$ cat src/eur_pkg.sv
`timescale 1ns / 1ps
`default_nettype none

package eur_pkg;

	localparam int COUNT_BITS = 27;
	localparam int CMP_W      = 34;
	localparam int IDX_W      = 3;
	localparam int CFG_DATA_W = 26;

	localparam logic [COUNT_BITS-1:0] CNT_MAX = '1;

	localparam logic [1:0] ST_NODATA = 2'd0;
	localparam logic [1:0] ST_LOW    = 2'd1;
	localparam logic [1:0] ST_HIGH   = 2'd2;
	localparam logic [1:0] ST_GOOD   = 2'd3;

	localparam logic [IDX_W-1:0] REG_TRIGGER_TICKS = 3'd0;
	localparam logic [IDX_W-1:0] REG_CM_TICKS      = 3'd1;
	localparam logic [IDX_W-1:0] REG_MIN_CM        = 3'd2;
	localparam logic [IDX_W-1:0] REG_MAX_CM        = 3'd3;
	localparam logic [IDX_W-1:0] REG_ECHO_TIMEOUT  = 3'd4;
	localparam logic [IDX_W-1:0] REG_HOLDOFF       = 3'd5;
	localparam logic [IDX_W-1:0] REG_STARTUP       = 3'd6;

	typedef struct packed {
		logic [15:0] trigger_ticks;
		logic [15:0] cm_ticks;
		logic [9:0]  min_cm;
		logic [9:0]  max_cm;
		logic [23:0] echo_timeout_ticks;
		logic [23:0] holdoff_ticks;
		logic [25:0] startup_ticks;
	} cfg_t;

	typedef struct packed {
		logic        trigger_level;
		logic [9:0]  distance_cm;
		logic [1:0]  range_status;
		logic        measurement_done;
	} res_t;

	function automatic logic [CMP_W-1:0] cap_limit(input logic [CFG_DATA_W-1:0] lim);
		logic [CMP_W-1:0] l;
		logic [CMP_W-1:0] c;
		l = CMP_W'(lim);
		c = CMP_W'(CNT_MAX);
		return (l > c) ? c : l;
	endfunction

endpackage

`default_nettype wire

$ cat src/eur_cfg.sv
`timescale 1ns / 1ps
`default_nettype none

module eur_cfg
	import eur_pkg::*;
(
	input  wire logic                  clk,
	input  wire logic                  arst_n,
	input  wire logic                  cfg_valid,
	output logic                       cfg_ready,
	input  wire logic [IDX_W-1:0]      cfg_index,
	input  wire logic [CFG_DATA_W-1:0] cfg_data,
	output cfg_t                       cfg
);

	cfg_t cfg_q;
	logic wr;

	assign cfg_ready = 1'b1;
	assign wr        = cfg_valid && cfg_ready;
	assign cfg       = cfg_q;

	always_ff @(posedge clk or negedge arst_n) begin
		if (!arst_n) begin
			cfg_q.trigger_ticks      <= 16'd3000;
			cfg_q.cm_ticks           <= 16'd11600;
			cfg_q.min_cm             <= 10'd2;
			cfg_q.max_cm             <= 10'd400;
			cfg_q.echo_timeout_ticks <= 24'd6960000;
			cfg_q.holdoff_ticks      <= 24'd4000000;
			cfg_q.startup_ticks      <= 26'd50000000;
		end else if (wr) begin
			unique case (cfg_index)
				REG_TRIGGER_TICKS: cfg_q.trigger_ticks      <= cfg_data[15:0];
				REG_CM_TICKS:      cfg_q.cm_ticks           <= cfg_data[15:0];
				REG_MIN_CM:        cfg_q.min_cm             <= cfg_data[9:0];
				REG_MAX_CM:        cfg_q.max_cm             <= cfg_data[9:0];
				REG_ECHO_TIMEOUT:  cfg_q.echo_timeout_ticks <= cfg_data[23:0];
				REG_HOLDOFF:       cfg_q.holdoff_ticks      <= cfg_data[23:0];
				REG_STARTUP:       cfg_q.startup_ticks      <= cfg_data;
				default: begin
				end
			endcase
		end
	end

endmodule

`default_nettype wire

$ cat src/eur_core.sv
`timescale 1ns / 1ps
`default_nettype none

module eur_core
	import eur_pkg::*;
(
	input  wire logic clk,
	input  wire logic arst_n,
	input  wire logic acc,
	input  wire logic echo,
	input  cfg_t      cfg,
	output res_t      res
);

	localparam logic [2:0] PH_STARTUP = 3'd0;
	localparam logic [2:0] PH_TRIGGER = 3'd1;
	localparam logic [2:0] PH_WAIT    = 3'd2;
	localparam logic [2:0] PH_ECHO    = 3'd3;
	localparam logic [2:0] PH_HOLDOFF = 3'd4;

	logic [2:0]            phase_q, phase_d;
	logic [COUNT_BITS-1:0] tick_q, tick_d;
	logic [9:0]            cm_q, cm_d;
	logic [15:0]           frac_q, frac_d;
	logic [9:0]            dist_q, dist_d;
	logic [1:0]            stat_q, stat_d;
	logic                  done;

	logic [COUNT_BITS-1:0] tick_inc;
	logic [COUNT_BITS-1:0] b_tick, div_tick;
	logic [15:0]           b_frac, div_frac;
	logic [9:0]            b_cm, div_cm;
	logic [15:0]           dvs;
	logic                  frac_wrap;
	logic [25:0]           min_prod, max_prod;
	logic                  too_low, too_high;
	logic                  start_echo;
	logic [CMP_W-1:0]      tick_inc_w;
	logic                  hit_trig, hit_wait, hit_hold, hit_start;

	assign tick_inc   = (tick_q == CNT_MAX) ? tick_q : tick_q + 1'b1;
	assign tick_inc_w = CMP_W'(tick_inc);
	assign hit_trig   = tick_inc_w >= cap_limit(CFG_DATA_W'(cfg.trigger_ticks));
	assign hit_wait   = tick_inc_w >= cap_limit(CFG_DATA_W'(cfg.echo_timeout_ticks));
	assign hit_hold   = tick_inc_w >= cap_limit(CFG_DATA_W'(cfg.holdoff_ticks));
	assign hit_start  = tick_inc_w >= cap_limit(cfg.startup_ticks);

	assign dvs        = (cfg.cm_ticks == 16'd0) ? 16'd1 : cfg.cm_ticks;
	assign start_echo = (phase_q == PH_WAIT);
	assign b_tick     = start_echo ? '0 : tick_q;
	assign b_frac     = start_echo ? 16'd0 : frac_q;
	assign b_cm       = start_echo ? 10'd0 : cm_q;
	assign div_tick   = (b_tick == CNT_MAX) ? b_tick : b_tick + 1'b1;
	assign frac_wrap  = (17'(b_frac) + 17'd1) >= 17'(dvs);
	assign div_frac   = frac_wrap ? 16'd0 : b_frac + 16'd1;
	assign div_cm     = (frac_wrap && b_cm != 10'h3FF) ? b_cm + 10'd1 : b_cm;

	assign min_prod = 26'(cfg.min_cm) * 26'(dvs);
	assign max_prod = 26'(cfg.max_cm) * 26'(dvs);
	assign too_low  = CMP_W'(tick_q) < CMP_W'(min_prod);
	assign too_high = (tick_q == CNT_MAX) || (CMP_W'(tick_q) > CMP_W'(max_prod));

	always_comb begin
		phase_d = phase_q;
		tick_d  = tick_q;
		cm_d    = cm_q;
		frac_d  = frac_q;
		dist_d  = dist_q;
		stat_d  = stat_q;
		done    = 1'b0;
		unique case (phase_q)
			PH_TRIGGER: begin
				tick_d = tick_inc;
				if (hit_trig) begin
					phase_d = PH_WAIT;
					tick_d  = '0;
				end
			end
			PH_WAIT: begin
				if (echo) begin
					phase_d = PH_ECHO;
					tick_d  = div_tick;
					frac_d  = div_frac;
					cm_d    = div_cm;
				end else begin
					tick_d = tick_inc;
					if (hit_wait) begin
						dist_d  = 10'd0;
						stat_d  = ST_NODATA;
						done    = 1'b1;
						phase_d = PH_TRIGGER;
						tick_d  = '0;
					end
				end
			end
			PH_ECHO: begin
				if (echo) begin
					tick_d = div_tick;
					frac_d = div_frac;
					cm_d   = div_cm;
				end else begin
					if (too_low) begin
						dist_d = 10'd0;
						stat_d = ST_LOW;
					end else if (too_high) begin
						dist_d = 10'd0;
						stat_d = ST_HIGH;
					end else begin
						dist_d = cm_q;
						stat_d = ST_GOOD;
					end
					done    = 1'b1;
					phase_d = PH_HOLDOFF;
					tick_d  = '0;
					cm_d    = 10'd0;
					frac_d  = 16'd0;
				end
			end
			PH_HOLDOFF: begin
				tick_d = tick_inc;
				if (hit_hold) begin
					phase_d = PH_TRIGGER;
					tick_d  = '0;
				end
			end
			default: begin
				tick_d = tick_inc;
				if (hit_start) begin
					phase_d = PH_TRIGGER;
					tick_d  = '0;
				end
			end
		endcase
	end

	assign res.trigger_level    = (phase_q == PH_TRIGGER);
	assign res.distance_cm      = dist_d;
	assign res.range_status     = stat_d;
	assign res.measurement_done = done;

	always_ff @(posedge clk or negedge arst_n) begin
		if (!arst_n) begin
			phase_q <= PH_STARTUP;
			tick_q  <= '0;
			cm_q    <= 10'd0;
			frac_q  <= 16'd0;
			dist_q  <= 10'd0;
			stat_q  <= ST_NODATA;
		end else if (acc) begin
			phase_q <= phase_d;
			tick_q  <= tick_d;
			cm_q    <= cm_d;
			frac_q  <= frac_d;
			dist_q  <= dist_d;
			stat_q  <= stat_d;
		end
	end

	a_echo_end: assert property (@(posedge clk) disable iff (!arst_n)
		acc && phase_q == PH_ECHO && !echo |=> phase_q == PH_HOLDOFF && tick_q == '0)
		else $error("echo end did not enter holdoff");

	a_echo_start: assert property (@(posedge clk) disable iff (!arst_n)
		acc && phase_q == PH_WAIT && echo |=> phase_q == PH_ECHO && tick_q == COUNT_BITS'(1))
		else $error("echo start did not count first tick");

	a_done_src: assert property (@(posedge clk) disable iff (!arst_n)
		acc && res.measurement_done |-> phase_q == PH_WAIT || phase_q == PH_ECHO)
		else $error("done outside wait or echo");

	a_hold_clear: assert property (@(posedge clk) disable iff (!arst_n)
		phase_q == PH_HOLDOFF |-> cm_q == 10'd0 && frac_q == 16'd0)
		else $error("divider not cleared in holdoff");

endmodule

`default_nettype wire

$ cat src/eur_out_buf.sv
`timescale 1ns / 1ps
`default_nettype none

module eur_out_buf
	import eur_pkg::*;
(
	input  wire logic clk,
	input  wire logic arst_n,
	input  wire logic push,
	input  res_t      push_data,
	output logic      full,
	output logic      out_valid,
	input  wire logic out_stall,
	output res_t      out_data
);

	logic out_valid_q;
	res_t out_data_q;
	logic skid_valid_q;
	res_t skid_data_q;
	logic take;

	assign take      = out_valid_q && !out_stall;
	assign full      = skid_valid_q;
	assign out_valid = out_valid_q;
	assign out_data  = out_data_q;

	always_ff @(posedge clk or negedge arst_n) begin
		if (!arst_n) begin
			out_valid_q  <= 1'b0;
			skid_valid_q <= 1'b0;
		end else if (take || !out_valid_q) begin
			if (skid_valid_q) begin
				out_valid_q  <= 1'b1;
				skid_valid_q <= 1'b0;
			end else begin
				out_valid_q <= push;
			end
		end else if (push) begin
			skid_valid_q <= 1'b1;
		end
	end

	always_ff @(posedge clk) begin
		if (take || !out_valid_q) begin
			if (skid_valid_q) begin
				out_data_q <= skid_data_q;
			end else if (push) begin
				out_data_q <= push_data;
			end
		end else if (push) begin
			skid_data_q <= push_data;
		end
	end

	a_skid_needs_out: assert property (@(posedge clk) disable iff (!arst_n)
		skid_valid_q |-> out_valid_q)
		else $error("skid holds a request while output is empty");

	a_no_push_full: assert property (@(posedge clk) disable iff (!arst_n)
		skid_valid_q |-> !push)
		else $error("request pushed into full buffer");

	a_push_lands: assert property (@(posedge clk) disable iff (!arst_n)
		push && out_valid_q && out_stall |=> skid_valid_q && out_valid_q)
		else $error("held request lost");

endmodule

`default_nettype wire

$ cat src/ultrasonic_echo_ranger_unit.sv
`timescale 1ns / 1ps
`default_nettype none

// Echo pulse timer for an ultrasonic range sensor. Every accepted request is one
// clock tick carrying the sampled echo pin; every request yields exactly one
// result with the trigger drive for that tick, the latest distance in cm and
// status, and a done flag on the tick a measurement or timeout completes. The
// block takes one request per clock unless echo_stall is high: all the work for
// a tick is done between the phase/counter registers and the output register.
// A two-entry output buffer lets a request in while a result waits;
// echo_stall rises only when both entries are full.
// Configuration registers are written through the cfg port, index 0 to 6 in
// the order trigger, cm_ticks, min_cm, max_cm, echo timeout, holdoff,
// startup; cfg_ready is always high.

module ultrasonic_echo_ranger_unit
	import eur_pkg::*;
(
	input  wire logic                  clk,
	input  wire logic                  arst_n,
	input  wire logic                  echo_valid,
	output logic                       echo_stall,
	input  wire logic                  echo_level,
	output logic                       result_valid,
	input  wire logic                  result_stall,
	output logic                       trigger_level,
	output logic [9:0]                 distance_cm,
	output logic [1:0]                 range_status,
	output logic                       measurement_done,
	input  wire logic                  cfg_valid,
	output logic                       cfg_ready,
	input  wire logic [IDX_W-1:0]      cfg_index,
	input  wire logic [CFG_DATA_W-1:0] cfg_data
);

	cfg_t cfg;
	res_t res;
	res_t out_data;
	logic full;
	logic acc;

	assign echo_stall = full;
	assign acc        = echo_valid && !full;

	eur_cfg u_cfg (
		.clk       (clk),
		.arst_n    (arst_n),
		.cfg_valid (cfg_valid),
		.cfg_ready (cfg_ready),
		.cfg_index (cfg_index),
		.cfg_data  (cfg_data),
		.cfg       (cfg)
	);

	eur_core u_core (
		.clk    (clk),
		.arst_n (arst_n),
		.acc    (acc),
		.echo   (echo_level),
		.cfg    (cfg),
		.res    (res)
	);

	eur_out_buf u_out_buf (
		.clk       (clk),
		.arst_n    (arst_n),
		.push      (acc),
		.push_data (res),
		.full      (full),
		.out_valid (result_valid),
		.out_stall (result_stall),
		.out_data  (out_data)
	);

	assign trigger_level    = out_data.trigger_level;
	assign distance_cm      = out_data.distance_cm;
	assign range_status     = out_data.range_status;
	assign measurement_done = out_data.measurement_done;

endmodule

`default_nettype wire
$ cat config.mk
export PLATFORM = sky130hd
export DESIGN_NAME = ultrasonic_echo_ranger_unit
export DESIGN_NICKNAME = d
export VERILOG_FILES = /design/src/eur_pkg.sv /design/src/eur_cfg.sv /design/src/eur_core.sv /design/src/eur_out_buf.sv /design/src/ultrasonic_echo_ranger_unit.sv
export SDC_FILE = /design/constraint.sdc
export NUM_CORES = 1
export LEC_CHECK = 0
export BUFFER_PORTS_ARGS = -buffer_cell sky130_fd_sc_hd__buf_4
export CAP_MARGIN = 20
export CORE_MARGIN = 8
export CORE_UTILIZATION = 25
export DETAILED_ROUTE_END_ITERATION = 8
export GPL_TIMING_DRIVEN = 0
export PLACE_DENSITY = 0.43
export SYNTH_ARGS = -nofsm -noshare
export SYNTH_HDL_FRONTEND = slang
export SYNTH_SLANG_ARGS = --single-unit
$ cat constraint.sdc
create_clock -name clk -period 23 [get_ports clk]
set_input_delay 4.6 -clock clk [delete_from_list [all_inputs] [get_ports clk]]
set_output_delay 4.6 -clock clk [all_outputs]
set_load 0.05 [all_outputs]
==> impl_table.tex, run 1 <==
\begin{tabular}{lr}
\hline
Metric & Value \\
\hline
\multicolumn{2}{l}{\textbf{Yosys}} \\
Number of flops mapped to enable cells by yosys & 28 \\
Leading area contributor after synthesis & sky130\_fd\_sc\_hd\_\_fa\_1 \\
Proportion of netlist area held by the largest area contributor & 0.1782 \\
Fraction of registers with async set/reset & 0.8750 \\
Number of library cell types mapped by synthesis & between 70 and 80 \\
Leading cell types by total area after synthesis & sky130\_fd\_sc\_hd\_\_fa\_1 18\%, sky130\_fd\_sc\_hd\_\_dfrtp\_1 15\%, sky130\_fd\_sc\_hd\_\_ha\_1 14\% \\
Register bit total from synthesis & $\sim$220 \\
Gate count after technology mapping & $\sim$2,700 \\
Combined area of all synthesized cells & approximately 25,000 µm² \\
Yosys warning total & 0 \\
Synthesized netlist net count & 3,266 \\
Leading register cell type out of synthesis & sky130\_fd\_sc\_hd\_\_dfrtp\_1 \\
Synthesized area per cell & roughly 9.1 µm² \\
Sequential share of the synthesized area & 0.2348 \\
\multicolumn{2}{l}{\textbf{Setup path}} \\
Reg2Reg Setup Slack & 12.56 ns \\
Crit path max fanout & 10 \\
Startpoint of the most critical register-to-register path & u\_cfg.cfg[103]\$\_DFFE\_PN0P\_ \\
Maximum single-stage delay on the critical path & around 0.81 ns \\
CP arrival & about 11 ns \\
Reg2Reg Depth & 32 \\
Launch point of the critical path & u\_cfg.cfg[103]\$\_DFFE\_PN0P\_ \\
Worst setup EP type & flip-flop \\
Critical path launch point type & flip-flop \\
Worst r2r dst & u\_out\_buf.out\_data[3]\$\_DFFE\_PP\_ \\
End of the critical path & u\_out\_buf.out\_data[3]\$\_DFFE\_PP\_ \\
CP dominant cell by count & sky130\_fd\_sc\_hd\_\_fa\_1 \\
Worst Setup Path Type & flip-flop to flip-flop \\
Required time of the critical path & around 23 ns \\
Slowest library cell on the worst path & sky130\_fd\_sc\_hd\_\_clkbuf\_1 \\
\multicolumn{2}{l}{\textbf{Detailed routing}} \\
Final Routed Wirelength & slightly above 80,000 µm \\
DRC viols & 0 \\
Average via count per standard cell & around 4.7 \\
Count of nets left with antenna violations after detail routing & 0 \\
Detailed-routing iteration count for the pre-antenna-repair pass & 6 \\
DRT iter0 DRCs & about 1,200 \\
Wirelength per Cell & between 15 and 20 µm \\
Count of vias placed by the detailed router & around 19,000 \\
\multicolumn{2}{l}{\textbf{Cells and area}} \\
FILL cells & roughly 11,000 \\
Final-stage net count & $\sim$3,400 \\
Layout-stage area growth over the synthesis result & 12.80\% \\
Share of cells above drive strength 1 & 0.09376 \\
\multicolumn{2}{l}{\textbf{Outcome}} \\
Result of the run & complete, no violations \\
\multicolumn{2}{l}{\textbf{GRT}} \\
Aggregate global routing overflow & 0 \\
Number of global-route vias before repair & slightly above 20,000 \\
GR met1 Demand/Resource & 0.2108 \\
M2 GR Usage & 0.2587 \\
Global-route wire length before repair & around 130,000 µm \\
All-Layer GR Usage & 0.1523 \\
Global-route layer with the greatest usage & met2 \\
Antenna violations before repair & 10 \\
Met3 routing resource usage after global routing & 0.01271 \\
Maximum number of pins on one net before global-route repair & 103 \\
\multicolumn{2}{l}{\textbf{Timing}} \\
Final-report hold violation count & 0 \\
Finish-stage setup viols & 0 \\
Period utilisation layout & 0.4537 \\
Slew Viols, Final & 0 \\
Unrepaired setup endpoints after global routing & false \\
Maximum clock skew at final layout & between 0.08 and 0.09 ns \\
Actual slew at the worst max-slew pin & roughly 1.1 ns \\
Rel. slew slack & 0.2756 \\
Final critical-path required period & between 10 and 15 ns \\
Maximum operating frequency & about 96 MHz \\
Summed negative setup slack over all endpoints & 0 ns \\
\multicolumn{2}{l}{\textbf{Clocking}} \\
Resize count post-CTS & 0 \\
Clock edge transition at the registers on the reported setup and hold paths & around 0.070 ns \\
Buffers inserted during post-CTS setup optimization & 0 \\
Max H-tree Level & 1 \\
Maximum buffer depth of the clock tree & 3 \\
Num CTS Buffers & 30 \\
Source-to-sink clock delay at the later pin of the worst-skew pair & roughly 0.63 ns \\
TritonCTS Sinks & approximately 220 \\
Clock root buffer & sky130\_fd\_sc\_hd\_\_clkbuf\_16 \\
CTS tree & done \\
CTS Hold Buffers Added & 0 \\
\multicolumn{2}{l}{\textbf{Die}} \\
Core area & roughly 98,000 µm² \\
Die outline area & roughly 110,000 µm² \\
Initial core utilization & 0.2518 \\
Top Ports & 52 \\
Overall die width & between 300 and 400 µm \\
Cell Rows & between 100 and 150 \\
Die Height & 330.4 µm \\
\multicolumn{2}{l}{\textbf{Worst hold path}} \\
Worst hold path type & flip-flop to flip-flop \\
\multicolumn{2}{l}{\textbf{Placement}} \\
Port Buffers & between 40 and 50 \\
GP Congestion & around 0.83 \\
Placed wire-length estimate & between 60,000 and 70,000 µm \\
\multicolumn{2}{l}{\textbf{Job}} \\
Max-cap violations & 0 \\
\hline
\end{tabular}
==> through the flow <==
stage / instances / setup slack, ns / area, µm² / util / hold slack, ns
finish: 4126 / 12.56 / 27880 / 0.2841 / 0.4881
global route: 4124 / 11.87 / 27870 / 0.2840 / 0.5153
CTS: 4124 / 12.48 / 27870 / 0.2840 / 0.4920
detailed placement: 4068 / 12.68 / 26780 / 0.2729 / 0.4787
global placement: 4063 / 12.64 / 26680 / 0.2719 / 0.4649
floorplan: 2728 / 15.19 / 24710 / - / 0.4497
==> cells in the final DEF, fill, tap and decap left out, types with 13 or more instances in the layout <==
cell	netlist	routed
sky130_fd_sc_hd__inv_1	393	393
sky130_fd_sc_hd__nand2_1	331	331
sky130_fd_sc_hd__ha_1	283	283
sky130_fd_sc_hd__fa_1	220	220
sky130_fd_sc_hd__and2_1	157	157
sky130_fd_sc_hd__dfrtp_1	151	151
sky130_fd_sc_hd__o21ai_0	130	130
sky130_fd_sc_hd__clkbuf_1	118	123
sky130_fd_sc_hd__nor2_1	97	97
sky130_fd_sc_hd__a21oi_1	90	89
sky130_fd_sc_hd__mux2_2	79	79
sky130_fd_sc_hd__nand3_1	51	51
sky130_fd_sc_hd__buf_4	4	51
sky130_fd_sc_hd__xor2_1	51	51
sky130_fd_sc_hd__dfstp_2	45	45
sky130_fd_sc_hd__nand4_1	37	37
sky130_fd_sc_hd__xnor2_1	34	34
sky130_fd_sc_hd__a21o_1	34	34
sky130_fd_sc_hd__nor3_1	33	32
sky130_fd_sc_hd__nor2b_1	31	31
sky130_fd_sc_hd__clkbuf_16	0	30
sky130_fd_sc_hd__edfxtp_1	28	28
sky130_fd_sc_hd__a22o_1	26	26
sky130_fd_sc_hd__nor4_1	17	17
sky130_fd_sc_hd__a31oi_1	17	17
sky130_fd_sc_hd__or3_1	16	16
sky130_fd_sc_hd__nor3b_1	15	15
sky130_fd_sc_hd__a221o_1	14	14
sky130_fd_sc_hd__and3_1	13	13
sky130_fd_sc_hd__nand2b_1	13	13
==> registers in the layout (all words and copies together), names as in the netlist, 3 cells and up <==
| name | flops |
|---|---|
| u_core.tick_q | 27 |
| u_out_buf.skid_data_q | 14 |
| u_core.cm_q | 10 |
| u_core.frac_q | 16 |
| u_out_buf.out_data | 14 |
| u_cfg.cfg | 126 |
| u_core.phase_q | 3 |
| u_core.dist_q | 10 |
==> Yosys cell counts, types with 8 or more instances <==
| library cell | number |
|---|---|
| sky130_fd_sc_hd__a21o_1 | 34 |
| sky130_fd_sc_hd__nand2b_1 | 13 |
| sky130_fd_sc_hd__dfstp_2 | 45 |
| sky130_fd_sc_hd__o31ai_1 | 11 |
| sky130_fd_sc_hd__nor3_1 | 33 |
| sky130_fd_sc_hd__o2111ai_1 | 8 |
| sky130_fd_sc_hd__a22o_1 | 26 |
| sky130_fd_sc_hd__a32o_1 | 11 |
| sky130_fd_sc_hd__mux2_2 | 79 |
| sky130_fd_sc_hd__nor4_1 | 17 |
| sky130_fd_sc_hd__and2_1 | 157 |
| sky130_fd_sc_hd__clkbuf_1 | 118 |
| sky130_fd_sc_hd__inv_1 | 393 |
| sky130_fd_sc_hd__o21ai_0 | 130 |
| sky130_fd_sc_hd__nand2_1 | 331 |
| sky130_fd_sc_hd__nor2b_1 | 31 |
| sky130_fd_sc_hd__ha_1 | 283 |
| sky130_fd_sc_hd__a2111oi_0 | 8 |
| sky130_fd_sc_hd__xnor2_1 | 34 |
| sky130_fd_sc_hd__nor3b_1 | 15 |
| sky130_fd_sc_hd__xor2_1 | 51 |
| sky130_fd_sc_hd__nand4_1 | 37 |
| sky130_fd_sc_hd__or3_1 | 16 |
| sky130_fd_sc_hd__buf_2 | 11 |
| sky130_fd_sc_hd__and3_1 | 13 |
| sky130_fd_sc_hd__and4_1 | 11 |
| sky130_fd_sc_hd__o211ai_1 | 12 |
| sky130_fd_sc_hd__o21a_1 | 11 |
| sky130_fd_sc_hd__a211oi_1 | 12 |
| sky130_fd_sc_hd__nand3_1 | 51 |
| sky130_fd_sc_hd__dfrtp_1 | 151 |
| sky130_fd_sc_hd__a21oi_1 | 90 |
| sky130_fd_sc_hd__nor2_1 | 97 |
| sky130_fd_sc_hd__a31oi_1 | 17 |
| sky130_fd_sc_hd__o21bai_1 | 12 |
| sky130_fd_sc_hd__fa_1 | 220 |
| sky130_fd_sc_hd__edfxtp_1 | 28 |
| sky130_fd_sc_hd__a221o_1 | 14 |
==> layout make-up <==
type                       instances  area (µm²)  area share
sequential                       224        5802      0.2081
multi-input combinational       1972       16890      0.6060
clock inverter                    13       210.2    0.007541
antenna                            2       5.005   0.0001795
inverter                         393        1475     0.05292
tap                             1287        1610     0.05777
timing repair buffer              53       449.2     0.01611
clock buffer                      43       879.6     0.03155
buffer                           139       553.0     0.01984
==> worst max-delay path, delay by kind of cell (launching register included) <==
kind	cells	cell delay (ns)
simple gates	8	1.80
flops	1	0.44
compound gates	10	2.89
xor+xnor	1	0.16
buf+inv	6	1.56
fa+ha+maj	7	3.34
==> routing by layer <==
| layer | up-vias | routed length, µm |
|---|---|---|
| met4 | 0 | 1575 |
| met5 | - | 0 |
| li1 | 9306 | - |
| met3 | 77 | 2706 |
| met2 | 346 | 39260 |
| met1 | 9605 | 38700 |
==> logic make-up after synthesis <==
logic type,count (synthesis),synth area share
AO/OA/AOI/OAI,443,0.1188
XOR/XNOR,85,0.03013
adder cells (fa/ha/maj),503,0.3215
buffers and inverters,532,0.08207
flip-flops,224,0.2348
multiplexers,82,0.03721
other,1,0.0001517
AND/OR/NAND/NOR,858,0.1754
==> how the worst min path moves through the flow <==
stage                                   endpoint                         start  depth (start not counted)  slack, ns
floorplan           u_core.stat_q[0]$_DFFE_PN0P_  u_core.stat_q[0]$_DFFE_PN0P_                          2       0.45
global placement    u_core.stat_q[0]$_DFFE_PN0P_  u_core.stat_q[0]$_DFFE_PN0P_                          2       0.46
detailed placement  u_core.stat_q[0]$_DFFE_PN0P_  u_core.stat_q[0]$_DFFE_PN0P_                          2       0.48
CTS                 u_core.stat_q[0]$_DFFE_PN0P_  u_core.stat_q[0]$_DFFE_PN0P_                          2       0.49
global route           u_cfg.cfg[48]$_DFFE_PN0P_     u_cfg.cfg[48]$_DFFE_PN0P_                          1       0.52
finish              u_core.stat_q[0]$_DFFE_PN0P_  u_core.stat_q[0]$_DFFE_PN0P_                          2       0.49
Power of run 1 is left out: the tool's default activity adds up to more than one toggle a clock period on the data nets, which glitch-free logic cannot reach.
==> inputs of run 2 (changes only) <==
clock period = 10.85 ns   (was 23 ns; I/O delays follow)
==> impl_table.tex, run 2 (synthesis results as in run 1) <==
\begin{tabular}{lr}
\hline
Metric & Value \\
\hline
\multicolumn{2}{l}{\textbf{Timing}} \\
Worst-case hold slack & $\sim$0.49 ns \\
Finish-stage setup viols & 0 \\
Summed negative setup slack over all endpoints & 0 ns \\
Period utilisation layout & 0.9216 \\
Rel. slew slack & 0.2646 \\
Final-report hold violation count & 0 \\
Maximum operating frequency & approximately 100 MHz \\
Unrepaired setup endpoints after global routing & false \\
Final critical-path required period & between 9 and 10 ns \\
Slew Viols, Final & 0 \\
Actual slew at the worst max-slew pin & 1.103 ns \\
Maximum clock skew at final layout & 0.08199 ns \\
\multicolumn{2}{l}{\textbf{Clocking}} \\
Num CTS Buffers & 30 \\
TritonCTS Sinks & 224 \\
Max H-tree Level & 1 \\
Clock root buffer & sky130\_fd\_sc\_hd\_\_clkbuf\_16 \\
Clock edge transition at the registers on the reported setup and hold paths & 0.07 ns \\
Source-to-sink clock delay at the later pin of the worst-skew pair & approximately 0.63 ns \\
CTS tree & done \\
Maximum buffer depth of the clock tree & 3 \\
CTS Hold Buffers Added & 0 \\
\multicolumn{2}{l}{\textbf{Cells and area}} \\
FILL cells & 10,610 \\
Number of flip-flops under the largest register name & about 130 \\
Final-stage net count & around 3,400 \\
Commonest non-fill, non-tap cell in the layout & sky130\_fd\_sc\_hd\_\_inv\_1 \\
Layout Cell Area excl Fill & 27,870 µm² \\
Commonest non-fill, non-tap cells in the layout & 393 x sky130\_fd\_sc\_hd\_\_inv\_1, 331 x sky130\_fd\_sc\_hd\_\_nand2\_1, 283 x sky130\_fd\_sc\_hd\_\_ha\_1 \\
Share of cells above drive strength 1 & 0.09411 \\
Layout-stage area growth over the synthesis result & 12.79\% \\
\multicolumn{2}{l}{\textbf{Outcome}} \\
Result of the run & complete, no violations \\
\multicolumn{2}{l}{\textbf{Die}} \\
Die outline area & 109,200 µm² \\
Initial core utilization & 0.2518 \\
Core area & between 90,000 and 100,000 µm² \\
Overall die width & $\sim$330 µm \\
Top Ports & 52 \\
Cell Rows & 115 \\
Die Height & roughly 330 µm \\
\multicolumn{2}{l}{\textbf{Setup path}} \\
Slowest library cell on the worst path & sky130\_fd\_sc\_hd\_\_fa\_1 \\
Worst Setup Path Type & flip-flop to flip-flop \\
CP dominant cell by count & sky130\_fd\_sc\_hd\_\_fa\_1 \\
Launch point of the critical path & u\_cfg.cfg[103]\$\_DFFE\_PN0P\_ \\
Critical path launch point type & flip-flop \\
CP arrival & slightly above 10 ns \\
Number of buffers and inverters on the critical path & 6 \\
Required time of the critical path & $\sim$11 ns \\
Crit path max fanout & 10 \\
Reg2Reg Setup Slack & roughly 0.85 ns \\
Top Family by Delay on Critical Path & adder cells \\
Startpoint of the most critical register-to-register path & u\_cfg.cfg[103]\$\_DFFE\_PN0P\_ \\
Maximum single-stage delay on the critical path & about 0.54 ns \\
Worst setup EP type & flip-flop \\
\multicolumn{2}{l}{\textbf{Worst hold path}} \\
Hold path startpoint & u\_core.stat\_q[0]\$\_DFFE\_PN0P\_ \\
Worst hold path type & flip-flop to flip-flop \\
\multicolumn{2}{l}{\textbf{GRT}} \\
Number of global-route vias before repair & between 20,000 and 25,000 \\
Maximum number of pins on one net before global-route repair & 103 \\
Aggregate global routing overflow & 0 \\
Global-route wire length before repair & roughly 130,000 µm \\
Antenna violations before repair & 10 \\
All-Layer GR Usage & 0.1523 \\
\multicolumn{2}{l}{\textbf{Placement}} \\
GP Congestion & 0.8326 \\
Port Buffers & 48 \\
Instance area at placement & between 20,000 and 30,000 µm² \\
Placed wire-length estimate & roughly 64,000 µm \\
\multicolumn{2}{l}{\textbf{Job}} \\
Max-cap violations & 0 \\
\multicolumn{2}{l}{\textbf{Detailed routing}} \\
DRT iter0 DRCs & 1,213 \\
Final Routed Wirelength & 82,290 µm \\
Average via count per standard cell & around 4.7 \\
Wirelength per Cell & between 15 and 20 µm \\
Detailed-routing iteration count for the pre-antenna-repair pass & 5 \\
Count of nets left with antenna violations after detail routing & 0 \\
Count of vias placed by the detailed router & 19,310 \\
DRC viols & 0 \\
\hline
\end{tabular}
## run 2: changes by cell type in the layout (fill, tap and decap cells not counted)
| cell | before | now |
|---|---|---|
| sky130_fd_sc_hd__clkbuf_2 | 2 | 3 |
| sky130_fd_sc_hd__diode_2 | 2 | 1 |
| sky130_fd_sc_hd__clkbuf_1 | 123 | 122 |
## run 2: path summary, 6_finish.rpt
check	endpoint	depth (start not counted)
max in group asynchronous	u_cfg.cfg[83]$_DFFE_PN0P_	3
worst max-delay path	u_out_buf.out_data[3]$_DFFE_PP_	32
worst min register to register	u_core.stat_q[0]$_DFFE_PN0P_	2
min in group asynchronous	u_core.tick_q[16]$_DFFE_PN0P_	2
worst max register to register	u_out_buf.out_data[3]$_DFFE_PP_	32
worst min-delay path	u_core.stat_q[0]$_DFFE_PN0P_	2
## run 2: per-stage QoR
stage	setup slack [ns]	std cells	util
after detailed placement	0.5320	4068	0.2729
final	0.8504	4125	0.2840
after CTS	0.3255	4124	0.2840
after floorplan	3.037	2728	-
after global placement	0.4901	4063	0.2719
after global routing	0.1736	4124	0.2840
## run 2: worst register-to-register path, delay by kind of cell, from the launching register on
family	cells	cell delay [ns]
adders and majority gates	7	3.33
AOI/OAI and AO/OA	10	2.88
DFF	1	0.44
xor gates and xnor gates	1	0.16
buffers and inverters	6	1.19
and+or+nand+nor	8	1.76
## run 2: layer usage
metal,wire [µm],share of wire,GRT usage
met1,38740,0.47,0.2108
met2,39180,0.48,0.2587
met3,2752,0.033,0.01271
met4,1607,0.020,0.03155
met5,0,0,0
## run 2: final cells by class
cell class	count	area, µm²	share of cell area
Tap cell	1287	1610	0.05777
Buffer	139	554.3	0.01989
Timing Repair Buffer	53	449.2	0.01611
Clock inverter	13	210.2	0.007541
Multi-Input combinational cell	1972	16890	0.6060
Sequential cell	224	5802	0.2081
Inverter	393	1475	0.05292
Clock buffer	43	879.6	0.03156
Antenna cell	1	2.502	0.00008977
## run 2: what timing repair did
item / CTS / global route
setup buffers: 0 / 0
endpoints found under the hold margin: 0 / 0
setup endpoints to repair: 0 / 31
resized for setup: 0 / 3
Power of run 2 is left out for the same reason.
